[src/design/utf8ld_pkg.sv]
package utf8ld_pkg;

    localparam int CP_W  = 21;
    localparam int CNT_W = 3;

    localparam logic [CP_W-1:0] REPL_CHAR = 21'h00FFFD;

    // Decoder state carried from one byte to the next
    typedef struct packed {
        logic [CP_W-1:0] pv;
        logic [1:0]      need;
        logic [1:0]      held;
    } dec_state_t;

    // Results caused by one byte: cnt results, all but the final one are
    // replacement characters; cp/repl describe the final one.
    typedef struct packed {
        logic [CNT_W-1:0] cnt;
        logic [CP_W-1:0]  cp;
        logic             repl;
        logic             eot;
    } dec_job_t;

endpackage

[src/design/utf8ld_decode.sv]
module utf8ld_decode import utf8ld_pkg::*; (
    input  logic [7:0] data_byte,
    input  logic       end_of_text,
    input  dec_state_t cur_state,
    output dec_state_t nxt_state,
    output dec_job_t   job
);

    logic             seq_open;
    logic             is_cont;
    logic [CNT_W-1:0] break_cnt;
    logic [CNT_W-1:0] eot_cnt;
    logic [CNT_W-1:0] main_cnt;
    logic             main_hit;
    logic [CP_W-1:0]  main_cp;
    logic             main_repl;
    logic             eot_flush;
    logic [CP_W-1:0]  pv_ext;
    dec_state_t       st;

    assign seq_open = (cur_state.need != 2'd0);
    assign is_cont  = (data_byte[7:6] == 2'b10);
    assign pv_ext   = {cur_state.pv[CP_W-7:0], data_byte[5:0]};

    always_comb begin
        st        = cur_state;
        main_hit  = 1'b0;
        main_cp   = {13'd0, data_byte};
        main_repl = 1'b0;
        break_cnt = '0;

        if (seq_open && is_cont) begin
            st.pv   = pv_ext;
            st.need = cur_state.need - 2'd1;
            st.held = cur_state.held + 2'd1;
            if (st.need == 2'd0) begin
                main_hit = 1'b1;
                main_cp  = pv_ext;
                st       = '0;
            end
        end else begin
            // A broken sequence gives one replacement for the lead and each held byte
            if (seq_open) begin
                break_cnt = {1'b0, cur_state.held} + 3'd1;
            end
            st = '0;
            if (data_byte < 8'h80) begin
                main_hit = 1'b1;
            end else if (data_byte inside {[8'hC0:8'hDF]}) begin
                st.pv   = {16'd0, data_byte[4:0]};
                st.need = 2'd1;
            end else if (data_byte inside {[8'hE0:8'hEF]}) begin
                st.pv   = {17'd0, data_byte[3:0]};
                st.need = 2'd2;
            end else if (data_byte inside {[8'hF0:8'hF7]}) begin
                st.pv   = {18'd0, data_byte[2:0]};
                st.need = 2'd3;
            end else begin
                main_hit  = 1'b1;
                main_cp   = REPL_CHAR;
                main_repl = 1'b1;
            end
        end

        // Close any sequence left open at the end of the text
        eot_flush = end_of_text && (st.need != 2'd0);
        eot_cnt   = eot_flush ? ({1'b0, st.held} + 3'd1) : '0;
        if (eot_flush) begin
            st = '0;
        end

        main_cnt  = main_hit ? 3'd1 : 3'd0;
        nxt_state = st;
        job.cnt   = break_cnt + main_cnt + eot_cnt;
        job.cp    = (main_hit && !eot_flush) ? main_cp : REPL_CHAR;
        job.repl  = (main_hit && !eot_flush) ? main_repl : 1'b1;
        job.eot   = end_of_text;
    end

endmodule

[src/design/utf8_lossy_decoder_core.sv]
// Lossy UTF-8 decoder: takes one byte per transaction (tlast marks the last
// byte of a text) and returns code points, with U+FFFD standing in for every
// malformed byte. A byte is decoded in the cycle it is accepted; its results
// are held in a job register and leave through an output register one per
// cycle while the output is not stalled. A byte that causes no result leaves
// the input ready, and one that causes one result lets the next byte in as
// that result is emitted, giving one byte per cycle; a byte that causes n
// results (up to four, when a broken sequence is flushed) holds the input
// until the single result emitter sends its last. Output backpressure
// stalls the input only once pending results and the output register are full.
module utf8_lossy_decoder_core import utf8ld_pkg::*; (
    input  logic        aclk,
    input  logic        aresetn,
    input  logic        s_axis_tvalid,
    output logic        s_axis_tready,
    input  logic [7:0]  s_axis_tdata,   // [7:0] data_byte
    input  logic        s_axis_tlast,   // end_of_text
    output logic        m_axis_tvalid,
    input  logic        m_axis_tready,
    output logic [23:0] m_axis_tdata,   // [20:0] code_point, [23:21] zero
    output logic [1:0]  m_axis_tuser,   // [0] is_replacement, [1] last_of_run
    output logic        m_axis_tlast    // text_done
);

    dec_state_t       state_reg, state_next;
    dec_job_t         dec_job;

    logic             job_valid_reg;
    logic [CNT_W-1:0] job_cnt_reg;
    logic [CP_W-1:0]  job_cp_reg;
    logic             job_repl_reg;
    logic             job_eot_reg;

    logic             out_valid_reg;
    logic [CP_W-1:0]  out_cp_reg;
    logic             out_repl_reg;
    logic             out_last_reg;
    logic             out_done_reg;

    logic             out_free;
    logic             emit;
    logic             job_done;
    logic             accept;
    logic             final_one;

    utf8ld_decode u_decode (
        .data_byte   (s_axis_tdata),
        .end_of_text (s_axis_tlast),
        .cur_state   (state_reg),
        .nxt_state   (state_next),
        .job         (dec_job)
    );

    assign out_free      = !out_valid_reg || m_axis_tready;
    assign emit          = job_valid_reg && out_free;
    assign final_one     = (job_cnt_reg == 3'd1);
    assign job_done      = emit && final_one;
    assign s_axis_tready = !job_valid_reg || job_done;
    assign accept        = s_axis_tvalid && s_axis_tready;

    always_ff @(posedge aclk) begin
        if (!aresetn) begin
            state_reg     <= '0;
            job_valid_reg <= 1'b0;
            job_cnt_reg   <= '0;
            out_valid_reg <= 1'b0;
        end else begin
            if (accept) begin
                state_reg <= state_next;
            end

            // Load a new job or count down the one being emitted
            if (accept) begin
                job_valid_reg <= (dec_job.cnt != 3'd0);
                job_cnt_reg   <= dec_job.cnt;
            end else if (emit) begin
                job_valid_reg <= !final_one;
                job_cnt_reg   <= job_cnt_reg - 3'd1;
            end

            if (emit) begin
                out_valid_reg <= 1'b1;
            end else if (m_axis_tready) begin
                out_valid_reg <= 1'b0;
            end
        end
    end

    always_ff @(posedge aclk) begin
        if (accept) begin
            job_cp_reg   <= dec_job.cp;
            job_repl_reg <= dec_job.repl;
            job_eot_reg  <= dec_job.eot;
        end
        if (emit) begin
            out_cp_reg   <= final_one ? job_cp_reg : REPL_CHAR;
            out_repl_reg <= final_one ? job_repl_reg : 1'b1;
            out_last_reg <= final_one;
            out_done_reg <= final_one && job_eot_reg;
        end
    end

    assign m_axis_tvalid = out_valid_reg;
    assign m_axis_tdata  = {3'b000, out_cp_reg};
    assign m_axis_tuser  = {out_last_reg, out_repl_reg};
    assign m_axis_tlast  = out_done_reg;

    a_job_nonzero: assert property (@(posedge aclk) disable iff (!aresetn)
        job_valid_reg |-> (job_cnt_reg != 3'd0) && (job_cnt_reg <= 3'd4))
        else $error("pending job with bad result count");

    a_idle_no_held: assert property (@(posedge aclk) disable iff (!aresetn)
        (state_reg.need == 2'd0) |-> (state_reg.held == 2'd0))
        else $error("held bytes with no open sequence");

    a_inner_is_repl: assert property (@(posedge aclk) disable iff (!aresetn)
        (m_axis_tvalid && !m_axis_tuser[1]) |->
            (m_axis_tuser[0] && (m_axis_tdata[20:0] == REPL_CHAR) && !m_axis_tlast))
        else $error("non-final result is not a replacement");

    a_eot_closes: assert property (@(posedge aclk) disable iff (!aresetn)
        (accept && s_axis_tlast) |=> (state_reg.need == 2'd0))
        else $error("sequence left open after end of text");

    a_done_on_last: assert property (@(posedge aclk) disable iff (!aresetn)
        (m_axis_tvalid && m_axis_tlast) |-> m_axis_tuser[1])
        else $error("text end flagged on a non-final result");

endmodule
[config.mk]
export PLATFORM = sky130hd
export DESIGN_NAME = utf8_lossy_decoder_core
export DESIGN_NICKNAME = d
export VERILOG_FILES = /design/src/design/utf8ld_pkg.sv /design/src/design/utf8ld_decode.sv /design/src/design/utf8_lossy_decoder_core.sv
export SDC_FILE = /design/constraint.sdc
export NUM_CORES = 1
export LEC_CHECK = 0
export BUFFER_PORTS_ARGS = -buffer_cell sky130_fd_sc_hd__buf_2
export CAP_MARGIN = 25
export CORE_UTILIZATION = 28
export DETAILED_ROUTE_END_ITERATION = 7
export HOLD_SLACK_MARGIN = 0.1
export PLACE_DENSITY = 0.46
export RECOVER_POWER = 25
export SLEW_MARGIN = 15
export SYNTH_ARGS = -nofsm -noshare
export SYNTH_HDL_FRONTEND = slang
export SYNTH_SLANG_ARGS = --single-unit
[constraint.sdc]
create_clock -name aclk -period 9.3 [get_ports aclk]
set_clock_uncertainty 0.1 [all_clocks]
set_input_delay 1.86 -clock aclk [delete_from_list [all_inputs] [get_ports aclk]]
set_output_delay 1.86 -clock aclk [all_outputs]
set_load 0.01 [all_outputs]
==> results.ini, run 1 <==
[synth]
synth_largest_type_area_fraction=0.448
synth-async-reset-ratio=0
synth_cell_types=48
synth_flop_cell=edfxtp_1
netlist_top_cells_count=edfxtp_1 (47), nand2_1 (35), dfxtp_1 (24), nand2b_1 (23)
synth_seq_area_share=0.601
synthCells=270
synth_edf_count=47
yosysWarnings=0
synth.most_common_cell=edfxtp_1
synth_area_mm2=0.00315
ys_ff_latch=71
syn_area_per_cell_um2=11.7
synth_area_leader_cell=edfxtp_1
synth.area.top_cells=edfxtp_1 (45%), dfxtp_1 (15%), nand2b_1 (4.6%), nand2_1 (4.2%), a22o_1 (3.1%)

[clocking]
cts_sinks=71
cts_max_level=3
clk_pin_slew_ns=0.07
root_buffer=clkbuf_8
cts_resized=0
post-cts-setup-buffer-count=0
numCtsBuffers=9
cts_tree=built
postCtsHoldBufs=0
worstSkewPairLatency_ns=0.34
clock_path_buffers=2

[critical_path]
cp.required_ns=7.34
cp_cell_sequence=buf_2 > nand2b_1 > a21oi_2 > inv_1 > buf_2
max_stage_delay_ns=0.34
worstSetupPathType=in -> out
critical_path.endpoint=s_axis_tready
rrSetupSlack_ns=5.54
r2r_start=state_reg[2]
worst_path_most_repeated_cell=buf_2
start_kind=input port
worst-path-stages=5
r2r-end=job_cnt_reg[2]
worstPathMaxFanout=11
critPathBufInv=3
crit_family=buffers and inverters
rr_worst_depth=11
worstPathArrival_ns=2.99
endpoint_kind=output pin
worstSetupStartpoint=m_axis_tready
crit_slowest_cell=a21oi_2

[route]
via_per_inst=4.70
avgRoutedWirePerCell_um=13.8
routed_wl_mm=6.21
drtPass1Iterations=4
drt_iter0_drc=135
drc=0
antenna_left=0
num_vias=2113

[sta]
slew_headroom=0.0649
final.setup.worst_slack_ns=4.35
tightest_slew_ns=1.40
slew_viol_final=0
finalSetupTns_ns=0
hold_viol_final=0
fin_crit_ns=4.95
max_freq_mhz=202
setup_viol=0
rsz0062_at_grt=false
fin_crit_sh=0.532

[pwr]
finalPower_mw=0.673
p_int_mw=0.506
p_sw_frac=0.248
pwr-share-seq=0.542
combPwrFrac=0.105
power_switching_mw=0.167
power_leakage_nw=1.26
clock_power_share=0.353
p_per_area_mw_per_mm2=186
irDropWorstVdd_v=0.0000512

[run]
drv_cap=0

[die]
die_x_um=108
io_pins=42
dieArea_mm2=0.0117
die_h_um=108
rows=38
core-area_mm2=0.0109
start_util=0.289

[global_route]
grt_first_pass_wirelength_mm=10.5
grt_max_degree=26
track_usage=0.120
antenna_found_initial=0
grt_overflow_total=0
grt_pass1_vias=2052

[placed_design]
post-place-ws_ns=4.34
port_buffers=38
gp_congestion=0.847
place_hpwl_mm=4.49
dpl_cell_area_mm2=0.00343

[layout]
final-seq-area_mm2=0.00189
finalInstanceArea_mm2=0.00361
drive_above_1_share=0.177
syn2layout_area_growth_pct=14.5
fill_cells=1112
multiInputGateArea_mm2=0.00112
insertedDiodeCount=0
final_nets=326

[worst_hold_path]
hp-class=reg -> reg
hold_depth=1

[outcome]
status=completed

==> cell usage in the layout (no fill, tap or decap), types with 2 or more instances in the layout <==
cell type	n
ha_1	6
nand4_1	2
clkinv_2	3
nand2b_1	23
conb_1	3
clkbuf_8	9
and2_1	4
nor2_1	5
nand2_1	35
edfxtp_1	47
fa_1	2
a22oi_1	3
o21ai_0	7
nor3_1	6
dfxtp_1	24
or3_1	4
o32ai_1	2
and2_0	9
a41o_1	3
nor2b_1	5
a211o_1	2
buf_2	31
inv_1	10
clkbuf_1	10
a21oi_1	11
nand3_1	4
a22o_1	11
or4_1	4
==> cell type report <==
cell class,instances,area share
inverters,10,0.0104
flip-flops and latches,71,0.524
clock buffers,10,0.0354
repair buffers,41,0.0545
clock inverters,6,0.0170
well taps,140,0.0486
multi-input cells,172,0.310
==> layer usage <==
| layer | global-route usage | vias to the layer above | part of all wire |
|---|---|---|---|
| met5 | 0 | - | 0 |
| met4 | 0.0587 | 0 | 0.021 |
| met3 | 0.0199 | 13 | 0.050 |
| met2 | 0.194 | 58 | 0.47 |
| met1 | 0.155 | 1002 | 0.46 |
| li1 | - | 1040 | - |
==> worst min path at each step <==
stage,from,endpoint,slack (ns)
after CTS,state_reg[14],state_reg[14],0.38
after global placement,state_reg[17],state_reg[17],0.36
after global routing,state_reg[13],state_reg[13],0.42
after detailed placement,state_reg[15],state_reg[15],0.36
final,state_reg[14],state_reg[14],0.38
after floorplan,state_reg[13],state_reg[13],0.34
==> metrics by stage <==
stage | hold slack, ns | utilization | std cells
after CTS | 0.381 | 0.333 | 450
after global placement | 0.357 | 0.315 | 434
after global routing | 0.417 | 0.331 | 450
after floorplan | 0.342 | - | 272
after detailed placement | 0.361 | 0.315 | 434
final | 0.380 | 0.331 | 450
==> power by group through the flow <==
stage,logic (mW),clock network (mW),registers (mW)
after floorplan,0.0463,0,0.374
after global placement,0.0743,0,0.371
after detailed placement,0.0743,0,0.372
after CTS,0.0748,0.246,0.364
after global routing,0.0804,0.260,0.366
final,0.0707,0.238,0.365
==> cell families after synthesis <==
family	synth area share
AOI/OAI and AO/OA	0.126
buffers and inverters	0.0477
other	0.00119
DFF	0.601
adders and majority gates	0.0366
xor gates and xnor gates	0.00278
and+or+nand+nor	0.182
muxes	0.00358
Note: power is estimated with default switching activity, not from simulation.
==> inputs of run 2 (changes only) <==
--- a/config.mk
+++ b/config.mk
@@ -10,7 +10,7 @@
 export CORE_UTILIZATION = 28
 export DETAILED_ROUTE_END_ITERATION = 7
 export HOLD_SLACK_MARGIN = 0.1
-export PLACE_DENSITY = 0.46
+export PLACE_DENSITY = 0.47
 export RECOVER_POWER = 25
 export SLEW_MARGIN = 15
 export SYNTH_ARGS = -nofsm -noshare
==> constraint.sdc (replaced) <==
create_clock -name aclk -period 4.1 [get_ports aclk]
set_clock_uncertainty 0.1 [all_clocks]
set_input_delay 0.82 -clock aclk [delete_from_list [all_inputs] [get_ports aclk]]
set_output_delay 0.82 -clock aclk [all_outputs]
set_load 0.01 [all_outputs]
==> results.ini, run 2 (same netlist as run 1, synthesis figures left out) <==
[sta]
fin_crit_ns=3.76
rsz0062_at_grt=false
slew_headroom=0.0785
slew_viol_final=0
fin_crit_sh=0.917
max_freq_mhz=266
tightest_slew_ns=1.38
holdWs_ns=0.381
hold_viol_final=0
setup_viol=0
finalSetupTns_ns=0

[clocking]
cts_max_level=3
cts_resized=0
postCtsHoldBufs=0
cts_sinks=71
post-cts-setup-buffer-count=0
worstSkewPairLatency_ns=0.35
cts_tree=built
numCtsBuffers=9
root_buffer=clkbuf_8
clock_path_buffers=2
clk_pin_slew_ns=0.08

[worst_hold_path]
hp-class=reg -> reg
hold_depth=1
hold_start=state_reg[18]
min_to=state_reg[18]

[placed_design]
place_hpwl_mm=4.44
dpl_cell_area_mm2=0.00346
port_buffers=38
gp_congestion=0.842

[die]
die_x_um=108
io_pins=42
rows=38
start_util=0.289
dieArea_mm2=0.0117
core-area_mm2=0.0109
die_h_um=108

[critical_path]
rr_worst_depth=11
crit_slowest_cell=fa_1
cp.required_ns=4.25
max_stage_delay_ns=0.43
r2r_start=state_reg[2]
worst_path_most_repeated_cell=fa_1
endpoint_kind=flip-flop
worstPathArrival_ns=3.91
rrSetupSlack_ns=0.34
r2r-end=job_cnt_reg[2]
cp_cell_sequence=inv_1 > ha_1 > nor3b_2 > a32oi_1 > nor2_1 > o21ai_0 > fa_1 > fa_1 > or3_1 > a211o_1 > a311oi_1
crit_family=adder cells
worstSetupPathType=reg -> reg
start_kind=flip-flop
critPathBufInv=1
worst-path-stages=11
worstPathMaxFanout=9

[layout]
finalInstanceArea_mm2=0.00366
utilization=0.336
syn2layout_area_growth_pct=16.2
final_nets=329
fill_cells=1115
final-seq-area_mm2=0.00189
final_cell_mix=edfxtp_1 (47), nand2_1 (35), buf_2 (30)
drive_above_1_share=0.182
insertedDiodeCount=0
layout_commonest_cell=edfxtp_1
multiInputGateArea_mm2=0.00112

[route]
drt_iter0_drc=127
via_per_inst=4.69
avgRoutedWirePerCell_um=14.0
antenna_left=0
routed_wl_mm=6.32
drc=0
drtPass1Iterations=4
num_vias=2126

[pwr]
power_leakage_nw=1.28
irDropWorstVdd_v=0.000168
p_per_area_mw_per_mm2=437

[run]
drv_cap=0

[global_route]
grt_pass1_vias=2049
grt_overflow_total=0
track_usage=0.118
grt_first_pass_wirelength_mm=10.3
antenna_found_initial=0
grt_max_degree=26

[outcome]
status=completed

## run 2: through the flow
step	instances	power, mW	setup slack (ns)
final	453	1.60	0.339
after floorplan	272	0.954	0.514
after detailed placement	437	1.01	0.199
after global placement	437	1.01	0.304
after CTS	453	1.63	0.369
after global routing	453	1.68	0.120
## run 2: where the power goes
part	internal [mW]	total (mW)	switching, mW
Combinational	0.0543	0.163	0.109
Sequential	0.815	0.827	0.0111
Clock	0.346	0.612	0.266
Total	1.22	1.60	0.386
## run 2: how the worst max path moves through the flow
stage	end	start	slack, ns
after floorplan	job_cnt_reg[2]	s_axis_tdata[6]	0.51
after global placement	job_cnt_reg[2]	s_axis_tdata[7]	0.30
after detailed placement	job_cnt_reg[2]	s_axis_tdata[7]	0.20
after CTS	job_cnt_reg[2]	state_reg[2]	0.37
after global routing	s_axis_tready	job_cnt_reg[1]	0.12
final	job_cnt_reg[2]	state_reg[2]	0.34
## run 2: final cells by class
class / instances / share of cell area
Clock inverter: 6 / 0.0253
Timing Repair Buffer: 44 / 0.0595
Multi-Input combinational cell: 172 / 0.305
Sequential cell: 71 / 0.517
Clock buffer: 10 / 0.0349
Tap cell: 140 / 0.0479
Inverter: 10 / 0.0103
## run 2: metal layers
metal  vias to the layer above  track usage  wire, um
li1                       1042            -         -
met1                      1029        0.142      2810
met2                        45        0.198      3110
met3                        10       0.0301       283
met4                         0       0.0558       119
met5                         -            0         0
==> inputs of run 3 (changes only) <==
--- a/config.mk
+++ b/config.mk
@@ -9,9 +9,11 @@
 export CAP_MARGIN = 25
 export CORE_UTILIZATION = 28
 export DETAILED_ROUTE_END_ITERATION = 7
+export GPL_TIMING_DRIVEN = 0
 export HOLD_SLACK_MARGIN = 0.1
 export PLACE_DENSITY = 0.47
 export RECOVER_POWER = 25
+export REMOVE_ABC_BUFFERS = 1
 export SLEW_MARGIN = 15
 export SYNTH_ARGS = -nofsm -noshare
 export SYNTH_HDL_FRONTEND = slang
==> results.ini, run 3 (same netlist as run 1, synthesis figures left out) <==
[clocking]
clk_pin_slew_ns=0.08
postCtsHoldBufs=0
cts_resized=0
cts_tree=built
post-cts-setup-buffer-count=0
clock_path_buffers=2
cts_sinks=71
numCtsBuffers=9
cts_max_level=3
root_buffer=clkbuf_8
worstSkewPairLatency_ns=0.34

[critical_path]
worstPathMaxFanout=9
rr_worst_depth=11
worstSetupPathType=reg -> reg
endpoint_kind=flip-flop
start_kind=flip-flop
rrSetupSlack_ns=0.32
worstPathArrival_ns=3.93
r2r_start=state_reg[2]
r2r-end=job_cnt_reg[2]
cp.required_ns=4.26

[placed_design]
gp_congestion=0.785
dpl_cell_area_mm2=0.00347
placed_cells=434
port_buffers=38
place_hpwl_mm=4.34

[route]
num_vias=2075
drtPass1Iterations=4
via_per_inst=4.62
antenna_left=0
avgRoutedWirePerCell_um=13.6
drt_iter0_drc=79
routed_wl_mm=6.10
drc=0

[die]
dieArea_mm2=0.0117
rows=38
start_util=0.289
core-area_mm2=0.0109
die_h_um=108
die_x_um=108
io_pins=42

[sta]
fin_crit_sh=0.921
finalSetupTns_ns=0
hold_viol_final=0
max_freq_mhz=265
rsz0062_at_grt=false
tightest_slew_ns=1.08
setup_viol=0
slew_viol_final=0
fin_crit_ns=3.78
slew_headroom=0.280

[layout]
final_nets=326
insertedDiodeCount=0
layout_commonest_cell=edfxtp_1
drive_above_1_share=0.178
finalInstanceArea_mm2=0.00366
instances_no_fill=449
syn2layout_area_growth_pct=16.3
utilization=0.336
final_cell_mix=edfxtp_1 (47), nand2_1 (35), buf_2 (31)

[worst_hold_path]
min_to=state_reg[3]
hp-class=reg -> reg
hold_depth=2
hold_start=state_reg[3]

[pwr]
finalPower_mw=1.60
power_leakage_nw=1.28
irDropWorstVdd_v=0.000134
p_per_area_mw_per_mm2=435

[run]
drv_cap=0

[global_route]
antenna_found_initial=0
grt_pass1_vias=2030
grt_first_pass_wirelength_mm=10.1
track_usage=0.115
grt_max_degree=24
grt_overflow_total=0

[outcome]
status=completed

[run 3: cell types whose count changed in the layout (fill, tap and decap cells not counted), sizes merged]
cell	change
clkinvlp	-1
buf	-1
clkinv	+1
clkbuf	-3
[run 3: worst max path at each step]
| stage | from | endpoint | slack [ns] | depth (start not counted) |
|---|---|---|---|---|
| after floorplan | s_axis_tdata[6] | job_cnt_reg[2] | 0.68 | 9 |
| after detailed placement | s_axis_tdata[7] | job_cnt_reg[2] | 0.12 | 10 |
| final | state_reg[2] | job_cnt_reg[2] | 0.32 | 11 |
| after global routing | state_reg[2] | job_cnt_reg[2] | 0.03 | 11 |
| after CTS | state_reg[2] | job_cnt_reg[2] | 0.32 | 11 |
| after global placement | job_cnt_reg[1] | job_cnt_reg[2] | -0.61 | 6 |
[run 3: layout make-up]
class / count / area, um2
clock buffers: 9 / 124
clock inverters: 6 / 85.1
fillers: 1099 / 7220
inverters: 10 / 37.5
multi-input cells: 172 / 1120
flip-flops and latches: 71 / 1890
well taps: 140 / 175
repair buffers: 41 / 228
[run 3: metrics by stage]
step           hold WS, ns  worst slack, ns
2_1_floorplan        0.342            0.679
3_3_place_gp         0.358           -0.609
3_5_place_dp         0.359            0.124
4_1_cts              0.379            0.322
5_1_grt              0.392           0.0293
6_report             0.378            0.324
[run 3: report_power, final]
group          internal [mW]  switching, mW
combinational         0.0597          0.111
clock                  0.338          0.261
sequential             0.814         0.0110
total                   1.21          0.383
[run 3: layer usage]
layer	track usage	up-vias	wire, um	part of all wire
met4	0.0783	0	176	0.029
met5	0	-	0	0
met2	0.187	38	2860	0.47
met3	0.0163	12	201	0.033
met1	0.140	984	2860	0.47
li1	-	1041	-	-
[run 3: worst max-delay path, stage by stage (launching register included)]
cell,delay [ns]
dfxtp_1,0.41
inv_1,0.07
ha_1,0.32
nor3b_2,0.37
a32oi_1,0.18
nor2_1,0.29
o21ai_0,0.18
fa_1,0.43
fa_1,0.37
or3_1,0.40
a211o_1,0.32
a311oi_1,0.26
